<file path="src/rtl/core/tiex_pkg.sv">
// Shared types, operation codes and helper functions of the tiny execute unit.
`timescale 1ns / 1ps

package tiex_pkg;

	// Operation codes carried in the action field
	localparam logic [2:0] OP_MOV = 3'd0;
	localparam logic [2:0] OP_ADD = 3'd1;
	localparam logic [2:0] OP_CMP = 3'd2;
	localparam logic [2:0] OP_JE  = 3'd3;
	localparam logic [2:0] OP_JMP = 3'd4;
	localparam logic [2:0] OP_LD  = 3'd5;
	localparam logic [2:0] OP_ST  = 3'd6;
	localparam logic [2:0] OP_END = 3'd7;

	// Stream widths
	localparam int IN_DATA_W  = 32;
	localparam int OUT_DATA_W = 144;

	// Configuration and counter constants
	localparam logic [7:0] MISS_PENALTY_RESET = 8'd48;
	localparam int         CNT_W              = 32;
	localparam int         AMT_W              = 10;

	// Depth of the queue between front and back
	localparam int Q_DEPTH = 2;
	localparam int Q_PTR_W = $clog2(Q_DEPTH);

	// One classified instruction as held in the queue
	typedef struct packed {
		logic [2:0] op;
		logic       fault;
		logic [7:0] opa;
		logic [7:0] opb;
		logic       opb_reg;
		logic [7:0] seq_addr;
	} instr_t;

	// Statistics counters, executed count in the lowest bits
	typedef struct packed {
		logic [CNT_W-1:0] mem_acc;
		logic [CNT_W-1:0] hits;
		logic [CNT_W-1:0] cycles;
		logic [CNT_W-1:0] executed;
	} counters_t;

	// One result item as it leaves on the master side
	typedef struct packed {
		logic [5:0] pad;
		counters_t  cnt;
		logic       fault;
		logic       halted;
		logic [7:0] next_address;
	} result_t;

	// Run status reported by the back end
	typedef struct packed {
		logic halted;
		logic fault;
	} status_t;

	// Saturating add of a small amount to a counter
	function automatic logic [CNT_W-1:0] sat_add(input logic [CNT_W-1:0] v,
			input logic [AMT_W-1:0] amt);
		logic [CNT_W:0] s;
		s = {1'b0, v} + (CNT_W+1)'(amt);
		return s[CNT_W] ? {CNT_W{1'b1}} : s[CNT_W-1:0];
	endfunction

endpackage

</file>
<file path="src/rtl/core/tiex_ram.sv">
// Generic RAM with one write port and two registered read ports.
`timescale 1ns / 1ps

module tiex_ram #(
	parameter int WIDTH = 8,
	parameter int DEPTH = 16
) (
	input  logic                     clk,
	input  logic                     we,
	input  logic [$clog2(DEPTH)-1:0] waddr,
	input  logic [WIDTH-1:0]         wdata,
	input  logic                     re,
	input  logic [$clog2(DEPTH)-1:0] raddr_a,
	output logic [WIDTH-1:0]         rdata_a,
	input  logic [$clog2(DEPTH)-1:0] raddr_b,
	output logic [WIDTH-1:0]         rdata_b
);

	logic [WIDTH-1:0] mem [DEPTH];

	// Write, and registered read of both ports.
	always_ff @(posedge clk) begin
		if (we) begin
			mem[waddr] <= wdata;
		end
		if (re) begin
			rdata_a <= mem[raddr_a];
			rdata_b <= mem[raddr_b];
		end
	end

endmodule

</file>
<file path="src/rtl/core/tiex_front.sv">
// Front end: accepts instruction transfers and classifies them for the back end.
`timescale 1ns / 1ps

module tiex_front #(
	parameter int REG_COUNT = 6
) (
	input  logic                           s_axis_tvalid,
	output logic                           s_axis_tready,
	input  logic [tiex_pkg::IN_DATA_W-1:0] s_axis_tdata,
	input  logic                           s_axis_tuser,
	input  logic                           q_full,
	output logic                           q_push,
	output tiex_pkg::instr_t               q_entry
);

	localparam logic [7:0] REG_MAX = 8'(REG_COUNT);

	logic [2:0] op;
	logic [7:0] opa;
	logic [7:0] opb;
	logic [7:0] pc;
	logic       need_a;
	logic       need_b;
	logic       ok_a;
	logic       ok_b;

	// Field unpacking
	assign op  = s_axis_tdata[2:0];
	assign opa = s_axis_tdata[10:3];
	assign opb = s_axis_tdata[18:11];
	assign pc  = s_axis_tdata[26:19];

	// Which operand positions name a register
	always_comb begin
		need_a = 1'b1;
		need_b = 1'b0;
		unique case (op) inside
			tiex_pkg::OP_JE, tiex_pkg::OP_JMP, tiex_pkg::OP_END: begin
				need_a = 1'b0;
			end
			tiex_pkg::OP_CMP, tiex_pkg::OP_LD, tiex_pkg::OP_ST: begin
				need_b = 1'b1;
			end
			tiex_pkg::OP_ADD: begin
				need_b = s_axis_tuser;
			end
			default: begin
				need_b = 1'b0;
			end
		endcase
	end

	// Register numbers are valid from one up to the register count.
	assign ok_a = (opa != 8'd0) && (opa <= REG_MAX);
	assign ok_b = (opb != 8'd0) && (opb <= REG_MAX);

	// Queue entry and handshake
	assign s_axis_tready    = !q_full;
	assign q_push           = s_axis_tvalid && !q_full;
	assign q_entry.op       = op;
	assign q_entry.fault    = (need_a && !ok_a) || (need_b && !ok_b);
	assign q_entry.opa      = opa;
	assign q_entry.opb      = opb;
	assign q_entry.opb_reg  = s_axis_tuser;
	assign q_entry.seq_addr = pc + 8'd1;

endmodule

</file>
<file path="src/rtl/core/tiex_queue.sv">
// Short queue of classified instructions between the front and back ends.
`timescale 1ns / 1ps

module tiex_queue (
	input  logic             clk,
	input  logic             arst_n,
	input  logic             push,
	input  tiex_pkg::instr_t push_entry,
	output logic             full,
	input  logic             pop,
	output logic             valid,
	output tiex_pkg::instr_t head
);

	tiex_pkg::instr_t               entry_q [tiex_pkg::Q_DEPTH];
	logic [tiex_pkg::Q_PTR_W-1:0]   wr_ptr_q;
	logic [tiex_pkg::Q_PTR_W-1:0]   rd_ptr_q;
	logic [tiex_pkg::Q_PTR_W:0]     count_q;

	localparam logic [tiex_pkg::Q_PTR_W-1:0] PTR_LAST = tiex_pkg::Q_PTR_W'(tiex_pkg::Q_DEPTH - 1);
	localparam logic [tiex_pkg::Q_PTR_W:0]   CNT_FULL = (tiex_pkg::Q_PTR_W+1)'(tiex_pkg::Q_DEPTH);

	assign full  = (count_q == CNT_FULL);
	assign valid = (count_q != '0);
	assign head  = entry_q[rd_ptr_q];

	// Entry storage
	always_ff @(posedge clk) begin
		if (push) begin
			entry_q[wr_ptr_q] <= push_entry;
		end
	end

	// Pointers and fill count
	always_ff @(posedge clk or negedge arst_n) begin
		if (!arst_n) begin
			wr_ptr_q <= '0;
			rd_ptr_q <= '0;
			count_q  <= '0;
		end else begin
			if (push) begin
				wr_ptr_q <= (wr_ptr_q == PTR_LAST) ? '0 : wr_ptr_q + 1'b1;
			end
			if (pop) begin
				rd_ptr_q <= (rd_ptr_q == PTR_LAST) ? '0 : rd_ptr_q + 1'b1;
			end
			if (push && !pop) begin
				count_q <= count_q + 1'b1;
			end else if (pop && !push) begin
				count_q <= count_q - 1'b1;
			end
		end
	end

endmodule

</file>
<file path="src/rtl/core/tiex_back.sv">
// Back end: executes queued instructions against the register file and data store.
`timescale 1ns / 1ps

module tiex_back #(
	parameter int MEM_DEPTH = 256,
	parameter int REG_COUNT = 6
) (
	input  logic                            clk,
	input  logic                            arst_n,
	input  logic [7:0]                      miss_penalty,
	input  logic                            q_valid,
	input  tiex_pkg::instr_t                q_head,
	output logic                            q_pop,
	output logic                            m_axis_tvalid,
	input  logic                            m_axis_tready,
	output logic [tiex_pkg::OUT_DATA_W-1:0] m_axis_tdata,
	output tiex_pkg::status_t               status
);

	localparam int RIW = $clog2(REG_COUNT);
	localparam int AW  = $clog2(MEM_DEPTH);

	// Sequencer codes
	localparam logic [1:0] PH_IDLE = 2'd0;
	localparam logic [1:0] PH_EXEC = 2'd1;
	localparam logic [1:0] PH_WB   = 2'd2;

	// Reduces a byte modulo the data store depth by binary long division.
	function automatic logic [AW-1:0] addr_of(input logic [7:0] v);
		logic [11:0] r;
		r = {4'b0, v};
		for (int k = 3; k >= 0; k--) begin
			if (r >= (12'(MEM_DEPTH) << k)) begin
				r = r - (12'(MEM_DEPTH) << k);
			end
		end
		return AW'(r);
	endfunction

	logic [1:0]          phase_q;
	tiex_pkg::instr_t    cur_q;
	logic                eq_q;
	logic                halted_q;
	logic                fault_q;
	tiex_pkg::counters_t cnt_q;
	tiex_pkg::counters_t cnt_nxt;
	logic [REG_COUNT-1:0] rf_vld_q;
	logic [MEM_DEPTH-1:0] touched_q;
	logic                vld_a_q;
	logic                vld_b_q;
	logic                ld_hit_q;
	logic                out_valid_q;
	tiex_pkg::result_t   out_data_q;
	tiex_pkg::result_t   res;

	logic [RIW-1:0] rd_idx_a;
	logic [RIW-1:0] rd_idx_b;
	logic           vld_a;
	logic           vld_b;
	logic [7:0]     rf_rdata_a;
	logic [7:0]     rf_rdata_b;
	logic           rf_we;
	logic [RIW-1:0] rf_waddr;
	logic [7:0]     rf_wdata;
	logic [7:0]     ra;
	logic [7:0]     rb;

	logic           ex;
	logic           wb;
	logic           out_free;
	logic           live;
	logic           do_end;
	logic           do_fault;
	logic           do_run;
	logic           ld_run;
	logic           mem_op;
	logic           ex_go;
	logic           out_load;
	logic [AW-1:0]  mem_addr;
	logic           was_touched;
	logic           ds_we;
	logic           ds_re;
	logic [7:0]     ds_wdata;
	logic [7:0]     ds_rdata;
	logic           exec_inc;
	logic [tiex_pkg::AMT_W-1:0] cyc_amt;
	logic           halted_nxt;
	logic           fault_nxt;
	logic           jump_taken;

	// Phase decode and output slot
	assign ex       = (phase_q == PH_EXEC);
	assign wb       = (phase_q == PH_WB);
	assign out_free = !out_valid_q || m_axis_tready;
	assign q_pop    = (phase_q == PH_IDLE) && q_valid;

	// Register file read addresses come straight from the queue head.
	assign rd_idx_a = RIW'(q_head.opa - 8'd1);
	assign rd_idx_b = RIW'(q_head.opb - 8'd1);
	assign vld_a    = (int'(rd_idx_a) < REG_COUNT) ? rf_vld_q[rd_idx_a] : 1'b0;
	assign vld_b    = (int'(rd_idx_b) < REG_COUNT) ? rf_vld_q[rd_idx_b] : 1'b0;

	tiex_ram #(
		.WIDTH (8),
		.DEPTH (REG_COUNT)
	) u_regs (
		.clk     (clk),
		.we      (rf_we),
		.waddr   (rf_waddr),
		.wdata   (rf_wdata),
		.re      (q_pop),
		.raddr_a (rd_idx_a),
		.rdata_a (rf_rdata_a),
		.raddr_b (rd_idx_b),
		.rdata_b (rf_rdata_b)
	);

	// A register never written since reset reads as zero.
	assign ra = vld_a_q ? rf_rdata_a : 8'd0;
	assign rb = vld_b_q ? rf_rdata_b : 8'd0;

	// Classification of the instruction in execution
	assign live     = !halted_q;
	assign do_end   = live && (cur_q.op == tiex_pkg::OP_END);
	assign do_fault = live && !do_end && cur_q.fault;
	assign do_run   = live && !do_end && !cur_q.fault;
	assign mem_op   = do_run && ((cur_q.op == tiex_pkg::OP_LD) || (cur_q.op == tiex_pkg::OP_ST));
	assign ld_run   = do_run && (cur_q.op == tiex_pkg::OP_LD);
	assign ex_go    = ex && (ld_run || out_free);
	assign out_load = (ex && !ld_run && out_free) || (wb && out_free);

	// Data address and first-touch lookup
	assign mem_addr    = addr_of(ld_run ? rb : ra);
	assign was_touched = touched_q[mem_addr];

	// Data store access: a load of an untouched byte writes zero instead of reading.
	always_comb begin
		ds_we    = 1'b0;
		ds_re    = 1'b0;
		ds_wdata = rb;
		if (ex_go && mem_op) begin
			if (ld_run) begin
				ds_re    = was_touched;
				ds_we    = !was_touched;
				ds_wdata = 8'd0;
			end else begin
				ds_we = 1'b1;
			end
		end
	end

	tiex_ram #(
		.WIDTH (8),
		.DEPTH (MEM_DEPTH)
	) u_data (
		.clk     (clk),
		.we      (ds_we),
		.waddr   (mem_addr),
		.wdata   (ds_wdata),
		.re      (ds_re),
		.raddr_a (mem_addr),
		.rdata_a (ds_rdata),
		.raddr_b (mem_addr),
		.rdata_b ()
	);

	// Register file write: ALU results in execute, load data in write-back.
	assign rf_waddr = RIW'(cur_q.opa - 8'd1);
	always_comb begin
		rf_we    = 1'b0;
		rf_wdata = ld_hit_q ? ds_rdata : 8'd0;
		if (wb) begin
			rf_we = out_free;
		end else if (ex_go && do_run) begin
			unique case (cur_q.op)
				tiex_pkg::OP_MOV: begin
					rf_we    = 1'b1;
					rf_wdata = cur_q.opb;
				end
				tiex_pkg::OP_ADD: begin
					rf_we    = 1'b1;
					rf_wdata = ra + (cur_q.opb_reg ? rb : cur_q.opb);
				end
				default: begin
					rf_we = 1'b0;
				end
			endcase
		end
	end

	// Counter increments of the instruction in execute
	assign exec_inc = ex && (do_run || do_fault);
	assign cyc_amt  = tiex_pkg::AMT_W'(exec_inc) + tiex_pkg::AMT_W'(ex && mem_op)
		+ ((ex && mem_op && !was_touched) ? tiex_pkg::AMT_W'(miss_penalty)
		: tiex_pkg::AMT_W'(0));

	assign cnt_nxt.executed = tiex_pkg::sat_add(cnt_q.executed, tiex_pkg::AMT_W'(exec_inc));
	assign cnt_nxt.cycles   = tiex_pkg::sat_add(cnt_q.cycles, cyc_amt);
	assign cnt_nxt.hits     = tiex_pkg::sat_add(cnt_q.hits,
		tiex_pkg::AMT_W'(ex && mem_op && was_touched));
	assign cnt_nxt.mem_acc  = tiex_pkg::sat_add(cnt_q.mem_acc, tiex_pkg::AMT_W'(ex && mem_op));

	// Stop status and next fetch address
	assign halted_nxt = halted_q || (ex && (do_end || do_fault));
	assign fault_nxt  = fault_q || (ex && do_fault);
	assign jump_taken = ex && do_run
		&& ((cur_q.op == tiex_pkg::OP_JMP) || ((cur_q.op == tiex_pkg::OP_JE) && eq_q));

	assign res.pad          = '0;
	assign res.cnt          = cnt_nxt;
	assign res.fault        = fault_nxt;
	assign res.halted       = halted_nxt;
	assign res.next_address = halted_nxt ? 8'd0 : (jump_taken ? cur_q.opa : cur_q.seq_addr);

	// Sequencer: issue, execute, and write-back for loads.
	always_ff @(posedge clk or negedge arst_n) begin
		if (!arst_n) begin
			phase_q <= PH_IDLE;
		end else begin
			unique case (phase_q)
				PH_IDLE: begin
					if (q_valid) begin
						phase_q <= PH_EXEC;
					end
				end
				PH_EXEC: begin
					if (ld_run) begin
						phase_q <= PH_WB;
					end else if (out_free) begin
						phase_q <= PH_IDLE;
					end
				end
				PH_WB: begin
					if (out_free) begin
						phase_q <= PH_IDLE;
					end
				end
				default: begin
					phase_q <= PH_IDLE;
				end
			endcase
		end
	end

	// Current instruction and read-side state
	always_ff @(posedge clk) begin
		if (q_pop) begin
			cur_q   <= q_head;
			vld_a_q <= vld_a;
			vld_b_q <= vld_b;
		end
		if (ex_go) begin
			ld_hit_q <= was_touched;
		end
		if (out_load) begin
			out_data_q <= res;
		end
	end

	// Architectural state
	always_ff @(posedge clk or negedge arst_n) begin
		if (!arst_n) begin
			eq_q      <= 1'b0;
			halted_q  <= 1'b0;
			fault_q   <= 1'b0;
			cnt_q     <= '0;
			rf_vld_q  <= '0;
			touched_q <= '0;
		end else begin
			if (ex_go) begin
				cnt_q    <= cnt_nxt;
				halted_q <= halted_nxt;
				fault_q  <= fault_nxt;
				if (do_run && (cur_q.op == tiex_pkg::OP_CMP)) begin
					eq_q <= (ra == rb);
				end else if (jump_taken && (cur_q.op == tiex_pkg::OP_JE)) begin
					eq_q <= 1'b0;
				end
				if (mem_op) begin
					touched_q[mem_addr] <= 1'b1;
				end
			end
			if (rf_we) begin
				rf_vld_q[rf_waddr] <= 1'b1;
			end
		end
	end

	// Output register
	always_ff @(posedge clk or negedge arst_n) begin
		if (!arst_n) begin
			out_valid_q <= 1'b0;
		end else if (out_load) begin
			out_valid_q <= 1'b1;
		end else if (m_axis_tready) begin
			out_valid_q <= 1'b0;
		end
	end

	assign m_axis_tvalid = out_valid_q;
	assign m_axis_tdata  = out_data_q;
	assign status.halted = halted_q;
	assign status.fault  = fault_q;

endmodule

</file>
<file path="src/rtl/core/tiny_isa_execute_unit.sv">
// Top level of the tiny execute unit: configuration register, front, queue and back.
`timescale 1ns / 1ps

// Executes one decoded instruction per transfer on the slave stream and returns
// one result transfer per instruction on the master stream, in order.
// The slave side carries the instruction; tuser flags a register addend for ADD.
// The master side carries the next fetch address, halt and fault flags and four
// saturating statistics counters.
// cfg_we with cfg_wdata sets the miss penalty; write it only while the unit is idle.
// An accepted transfer waits in the queue, is issued with a register file read and
// executed, and its result is registered at the output; a load adds a write-back.
// The back end takes one instruction at a time: it issues a register file read,
// executes, and for a load adds a data store read, before it issues the next one.
// A two-entry queue keeps accepting transfers while the back end works or waits.
// Reset clears the registers, the equal flag, the first-touch marks, the halt
// state and the counters, and sets the miss penalty to 48; no clearing pass runs.
// When the receiver stalls, the finished result is held and the back end waits;
// the input side stops only once the queue is full.
module tiny_isa_execute_unit #(
	parameter int MEM_DEPTH = 256,
	parameter int REG_COUNT = 6
) (
	input  logic                            clk,
	input  logic                            arst_n,
	input  logic                            cfg_we,
	input  logic [7:0]                      cfg_wdata,
	input  logic                            s_axis_tvalid,
	output logic                            s_axis_tready,
	// tdata: action[2:0], first_operand[10:3], second_operand[18:11],
	// instr_address[26:19], zero fill [31:27]
	input  logic [tiex_pkg::IN_DATA_W-1:0]  s_axis_tdata,
	// tuser: second_is_register
	input  logic                            s_axis_tuser,
	output logic                            m_axis_tvalid,
	input  logic                            m_axis_tready,
	// tdata: next_address[7:0], halted[8], fault[9], executed_count[41:10],
	// cycle_total[73:42], local_hits[105:74], memory_accesses[137:106], zero fill
	output logic [tiex_pkg::OUT_DATA_W-1:0] m_axis_tdata
);

	logic              [7:0] miss_penalty_q;
	logic              q_full;
	logic              q_push;
	logic              q_pop;
	logic              q_valid;
	tiex_pkg::instr_t  q_entry;
	tiex_pkg::instr_t  q_head;
	tiex_pkg::status_t status;

	// Miss penalty register
	always_ff @(posedge clk or negedge arst_n) begin
		if (!arst_n) begin
			miss_penalty_q <= tiex_pkg::MISS_PENALTY_RESET;
		end else if (cfg_we) begin
			miss_penalty_q <= cfg_wdata;
		end
	end

	tiex_front #(
		.REG_COUNT (REG_COUNT)
	) u_front (
		.s_axis_tvalid (s_axis_tvalid),
		.s_axis_tready (s_axis_tready),
		.s_axis_tdata  (s_axis_tdata),
		.s_axis_tuser  (s_axis_tuser),
		.q_full        (q_full),
		.q_push        (q_push),
		.q_entry       (q_entry)
	);

	tiex_queue u_queue (
		.clk        (clk),
		.arst_n     (arst_n),
		.push       (q_push),
		.push_entry (q_entry),
		.full       (q_full),
		.pop        (q_pop),
		.valid      (q_valid),
		.head       (q_head)
	);

	tiex_back #(
		.MEM_DEPTH (MEM_DEPTH),
		.REG_COUNT (REG_COUNT)
	) u_back (
		.clk           (clk),
		.arst_n        (arst_n),
		.miss_penalty  (miss_penalty_q),
		.q_valid       (q_valid),
		.q_head        (q_head),
		.q_pop         (q_pop),
		.m_axis_tvalid (m_axis_tvalid),
		.m_axis_tready (m_axis_tready),
		.m_axis_tdata  (m_axis_tdata),
		.status        (status)
	);

`ifndef SYNTHESIS
	// Once stopped, the unit stays stopped until reset.
	a_halt_sticky: assert property (@(posedge clk) disable iff (!arst_n)
		status.halted |=> status.halted)
		else $error("halt state was left without reset");

	// A fault always comes with a halt.
	a_fault_halts: assert property (@(posedge clk) disable iff (!arst_n)
		status.fault |-> status.halted)
		else $error("fault set while running");

	// Hits never exceed accesses, accesses never exceed executed, nor executed cycles.
	a_counter_order: assert property (@(posedge clk) disable iff (!arst_n)
		m_axis_tvalid |-> (m_axis_tdata[105:74] <= m_axis_tdata[137:106])
			&& (m_axis_tdata[137:106] <= m_axis_tdata[41:10])
			&& (m_axis_tdata[41:10] <= m_axis_tdata[73:42]))
		else $error("statistics counters out of order");
`endif

endmodule
</file>
<file path="config.mk">
export PLATFORM = sky130hd
export DESIGN_NAME = tiny_isa_execute_unit
export DESIGN_NICKNAME = d
export VERILOG_FILES = /design/src/rtl/core/tiex_pkg.sv /design/src/rtl/core/tiex_ram.sv /design/src/rtl/core/tiex_front.sv /design/src/rtl/core/tiex_queue.sv /design/src/rtl/core/tiex_back.sv /design/src/rtl/core/tiny_isa_execute_unit.sv
export SDC_FILE = /design/constraint.sdc
export NUM_CORES = 2
export LEC_CHECK = 0
export BUFFER_PORTS_ARGS = -buffer_cell sky130_fd_sc_hd__buf_2
export CORE_ASPECT_RATIO = 0.75
export CORE_MARGIN = 8
export CORE_UTILIZATION = 46
export DETAILED_ROUTE_END_ITERATION = 8
export PLACE_DENSITY = 0.71
export SLEW_MARGIN = 20
export SYNTH_ARGS = -nofsm -noshare
export SYNTH_HDL_FRONTEND = slang
export SYNTH_SLANG_ARGS = --single-unit
</file>
<file path="constraint.sdc">
create_clock -name clk -period 10.06 [get_ports clk]
set_clock_uncertainty 0.05 [all_clocks]
set_input_delay 1.509 -clock clk [delete_from_list [all_inputs] [get_ports clk]]
set_output_delay 1.509 -clock clk [all_outputs]
set_load 0.01 [all_outputs]
</file>
==> flow_summary_export.csv <==
group,metric,value,unit
synthesis,synth_top_area_share,62.7,%
synthesis,ys_seq_elements,2756,
setup_path,critPathMaxFanout,46,
global_route,grt_pass1_vias,64300,
placement,io_buffers,180,
synthesis,syn_inst,6598,
die,rows,157,
sta,setup-tns-final,0,ps
synthesis,ys_async_sr_fraction,14.8,%
clock_tree,cts_tree,"yes",
sta,finalCritPeriodShare,89.7,%
sta,setup_ws,1030,ps
sta,timing.slew.headroom,11.7,%
route,firstDrtPassIters,9,
clock_tree,cts_resized,0,
sta,whs,413,ps
sta,period_minus_slack,9030,ps
clock_tree,clock_latency,900,ps
clock_tree,cts_setup_buffers,0,
setup_path,startpoint_type,"register",
synthesis,yosysTopAreaCell,"edfxtp_1",
clock_tree,cts_hold_buf,0,
final_layout,drive_above_1_share,23.8,%
synthesis,synthDistinctLibCells,71,
route,finalWirelength,293000,um
die,die_y,444,um
route,drtIter0Drc,9125,
pwr,peakVddDrop,0.313,mV
die,dieArea,261000,um^2
run_status,status,"finished, violations left",
global_route,track_usage,21.7,%
placement,place_hpwl,174000,um
final_layout,layout.nets,6936,
final_layout,final_core_util,52.1,%
synthesis,ys_seq_area_share,71.8,%
placement,place_area,119000,um^2
run_status,failed_checks,"DRC",
synthesis,yosys_warnings,0,
clock_tree,cts.sinks,2756,
route,vias,65700,
final_layout,layout_common_cells,"edfxtp_1, mux4_2, dfrtp_1",
pwr,p_leak,43.0,nW
setup_path,cp_data_required_time,10780,ps
setup_path,path_class,"reg2reg",
route,viasPerCell,6.37,
route,wl_per_cell,28.4,um
clock_tree,clockBufferDepth,4,
sta,setup_viol,0,
final_layout,fin_area,127000,um^2
final_layout,layout_commonest_cell,"edfxtp_1",
sta,final_hold_viol_count,0,
global_route,grt_pass1_wl,431000,um
synthesis,synth-main-ff-cell,"edfxtp_1",
final_layout,fillers,19200,
global_route,grt_start_max_net_pins,179,
sta,slew_violations,0,
pwr,power_density,285,nW/um^2
clock_tree,clkSlewWorstSetupHoldPaths,60,ps
route,final_antenna_net_count,0,
synthesis,synth_area_leaders,"edfxtp_1, mux4_2, dfrtp_1, o21bai_1, a22oi_1",
die,ios,192,
setup_path,end_kind,"register",
placement,place_congestion,0.878,
sta,worst_slew_pin_slew,1310,ps
worst_hold_path,hp-class,"reg2reg",
sta,rsz0062_at_grt,"no",
placement,pre_cts_ws,1340,ps
synthesis,syn_area_per_cell,17.0,um^2
clock_tree,htree_levels,4,
pwr,p_total,36.2,mW
final_layout,area_growth,12.9,%
placement,place_inst,9869,
run,cap_violations,0,
synthesis,syn-cell-area,112000,um^2
die,die_x,587,um
global_route,grt.overflow.total,0,
setup_path,arrival,9740,ps
die,initial_core_util,46.2,%
global_route,grt_antenna_before_repair,13,
route,drcViolationCount,1,
synthesis,synth-edff-count,2348,
sta,fmax,111,MHz
final_layout,fin_cells,10300,
die,core_area,244000,um^2
clock_tree,cts_buffers,244,
clock_tree,root_buffer,"clkbuf_16",
-- per-layer routing --
layer	vias up	track usage (%)	wire length, um	share of wire, %
li1	27200	-	-	-
met1	34000	31.2	118000	40
met2	3803	32.0	130000	45
met3	706	6.18	33800	12
met4	8	7.45	10700	3.7
met5	-	0	283	0.097
-- cell type report --
| cell class | instances | area (um^2) | share of cell area (%) |
|---|---|---|---|
| inverter | 52 | 198 | 0.156 |
| sequential | 2756 | 80700 | 63.6 |
| clock buffer | 312 | 6530 | 5.14 |
| tap | 3259 | 4080 | 3.21 |
| antenna | 8 | 20.0 | 0.0158 |
| multi-input combinational | 3320 | 30700 | 24.2 |
| timing repair buffer | 483 | 3390 | 2.67 |
| clock inverter | 134 | 1340 | 1.06 |
-- state kept, by name (all words and copies together), names as in the netlist, 2 cells and up --
signal	flops
u_back.m_axis_tdata	138
miss_penalty_q	8
u_back.rf_vld_q	6
u_back.u_regs.rdata_a	8
u_back.cur_q	29
u_back.u_data.mem	2048
u_back.touched_q	256
u_queue.count_q	2
u_back.phase_q	2
u_back.cnt_q	128
u_back.u_regs.mem	48
u_queue.entry_q	58
u_back.u_regs.rdata_b	8
u_back.u_data.rdata_a	8
-- final timing paths --
| kind | endpoint | slack, ps | cells after the start | from |
|---|---|---|---|---|
| setup / recovery | u_back.cnt_q[32] | 1030 | 25 | u_back.cur_q[26] |
| hold / removal | u_back.touched_q[202] | 410 | 1 | u_back.touched_q[202] |
| setup reg to reg | u_back.cnt_q[32] | 1030 | 25 | u_back.cur_q[26] |
| hold reg to reg | u_back.touched_q[202] | 410 | 1 | u_back.touched_q[202] |
| max in group asynchronous | u_back.cnt_q[4] | 7910 | 2 | arst_n |
| min in group asynchronous | u_back.rf_vld_q[3] | 530 | 1 | arst_n |
-- synth_stat cells (8+ instances only) --
| library cell | number |
|---|---|
| nand2b_1 | 21 |
| mux4_2 | 530 |
| and3_1 | 47 |
| nor2b_1 | 16 |
| nor3_1 | 245 |
| ha_1 | 30 |
| a21o_1 | 53 |
| mux2i_1 | 43 |
| and2_1 | 18 |
| buf_1 | 43 |
| clkbuf_1 | 290 |
| xnor2_1 | 56 |
| nor2_1 | 218 |
| buf_2 | 125 |
| a22oi_1 | 264 |
| a21oi_1 | 246 |
| nand4_1 | 25 |
| nor4_1 | 92 |
| o2111ai_1 | 18 |
| a31oi_1 | 118 |
| nand3b_1 | 68 |
| nand2_1 | 255 |
| buf_4 | 16 |
| o21a_1 | 8 |
| inv_1 | 49 |
| a41oi_1 | 32 |
| edfxtp_1 | 2348 |
| o21bai_1 | 275 |
| o22ai_1 | 138 |
| mux2_2 | 58 |
| nand3_1 | 95 |
| a2111oi_0 | 38 |
| a31o_2 | 18 |
| or2_2 | 48 |
| and4_1 | 11 |
| xor2_1 | 57 |
| o31ai_1 | 14 |
| o21ai_0 | 106 |
| dfrtp_1 | 406 |
-- worst max-delay path: stages, from the launching register on --
cell       delay, ps
edfxtp_1         860
and3b_1          480
nand2_4          460
a31oi_2          990
a41oi_1          110
a2111oi_0        910
o21ai_0          240
nor4_1           400
nor4_4           200
nand2_1          290
nor2_1            70
ha_1             230
fa_1             510
fa_1             450
a21o_1           180
a21oi_1          240
o21bai_1         100
a21oi_1          250
o21bai_1         110
a21oi_1          290
o21bai_1         100
buf_4            180
nand3_1          390
buf_4            360
nand2b_1         120
mux2_2           280
-- where the power goes --
part / switching (mW) / internal (mW) / leakage (nW) / total [mW]
clock: 4.13 / 5.22 / 3.85 / 9.35
combinational: 8.05 / 3.97 / 12.1 / 12.0
sequential: 0.389 / 14.4 / 27.0 / 14.8
total: 12.6 / 23.6 / 43.0 / 36.2
-- cell families after synthesis --
kind of cell	Yosys count	synth area share, %
flops	2756	71.8
compound gates	1357	8.12
simple gates	1180	5.29
buf+inv	527	1.96
fa+ha+maj	33	0.387
mux	631	11.6
xor+xnor	113	0.880
other cells	1	0.00333
Power figures use the tool's default switching activity.
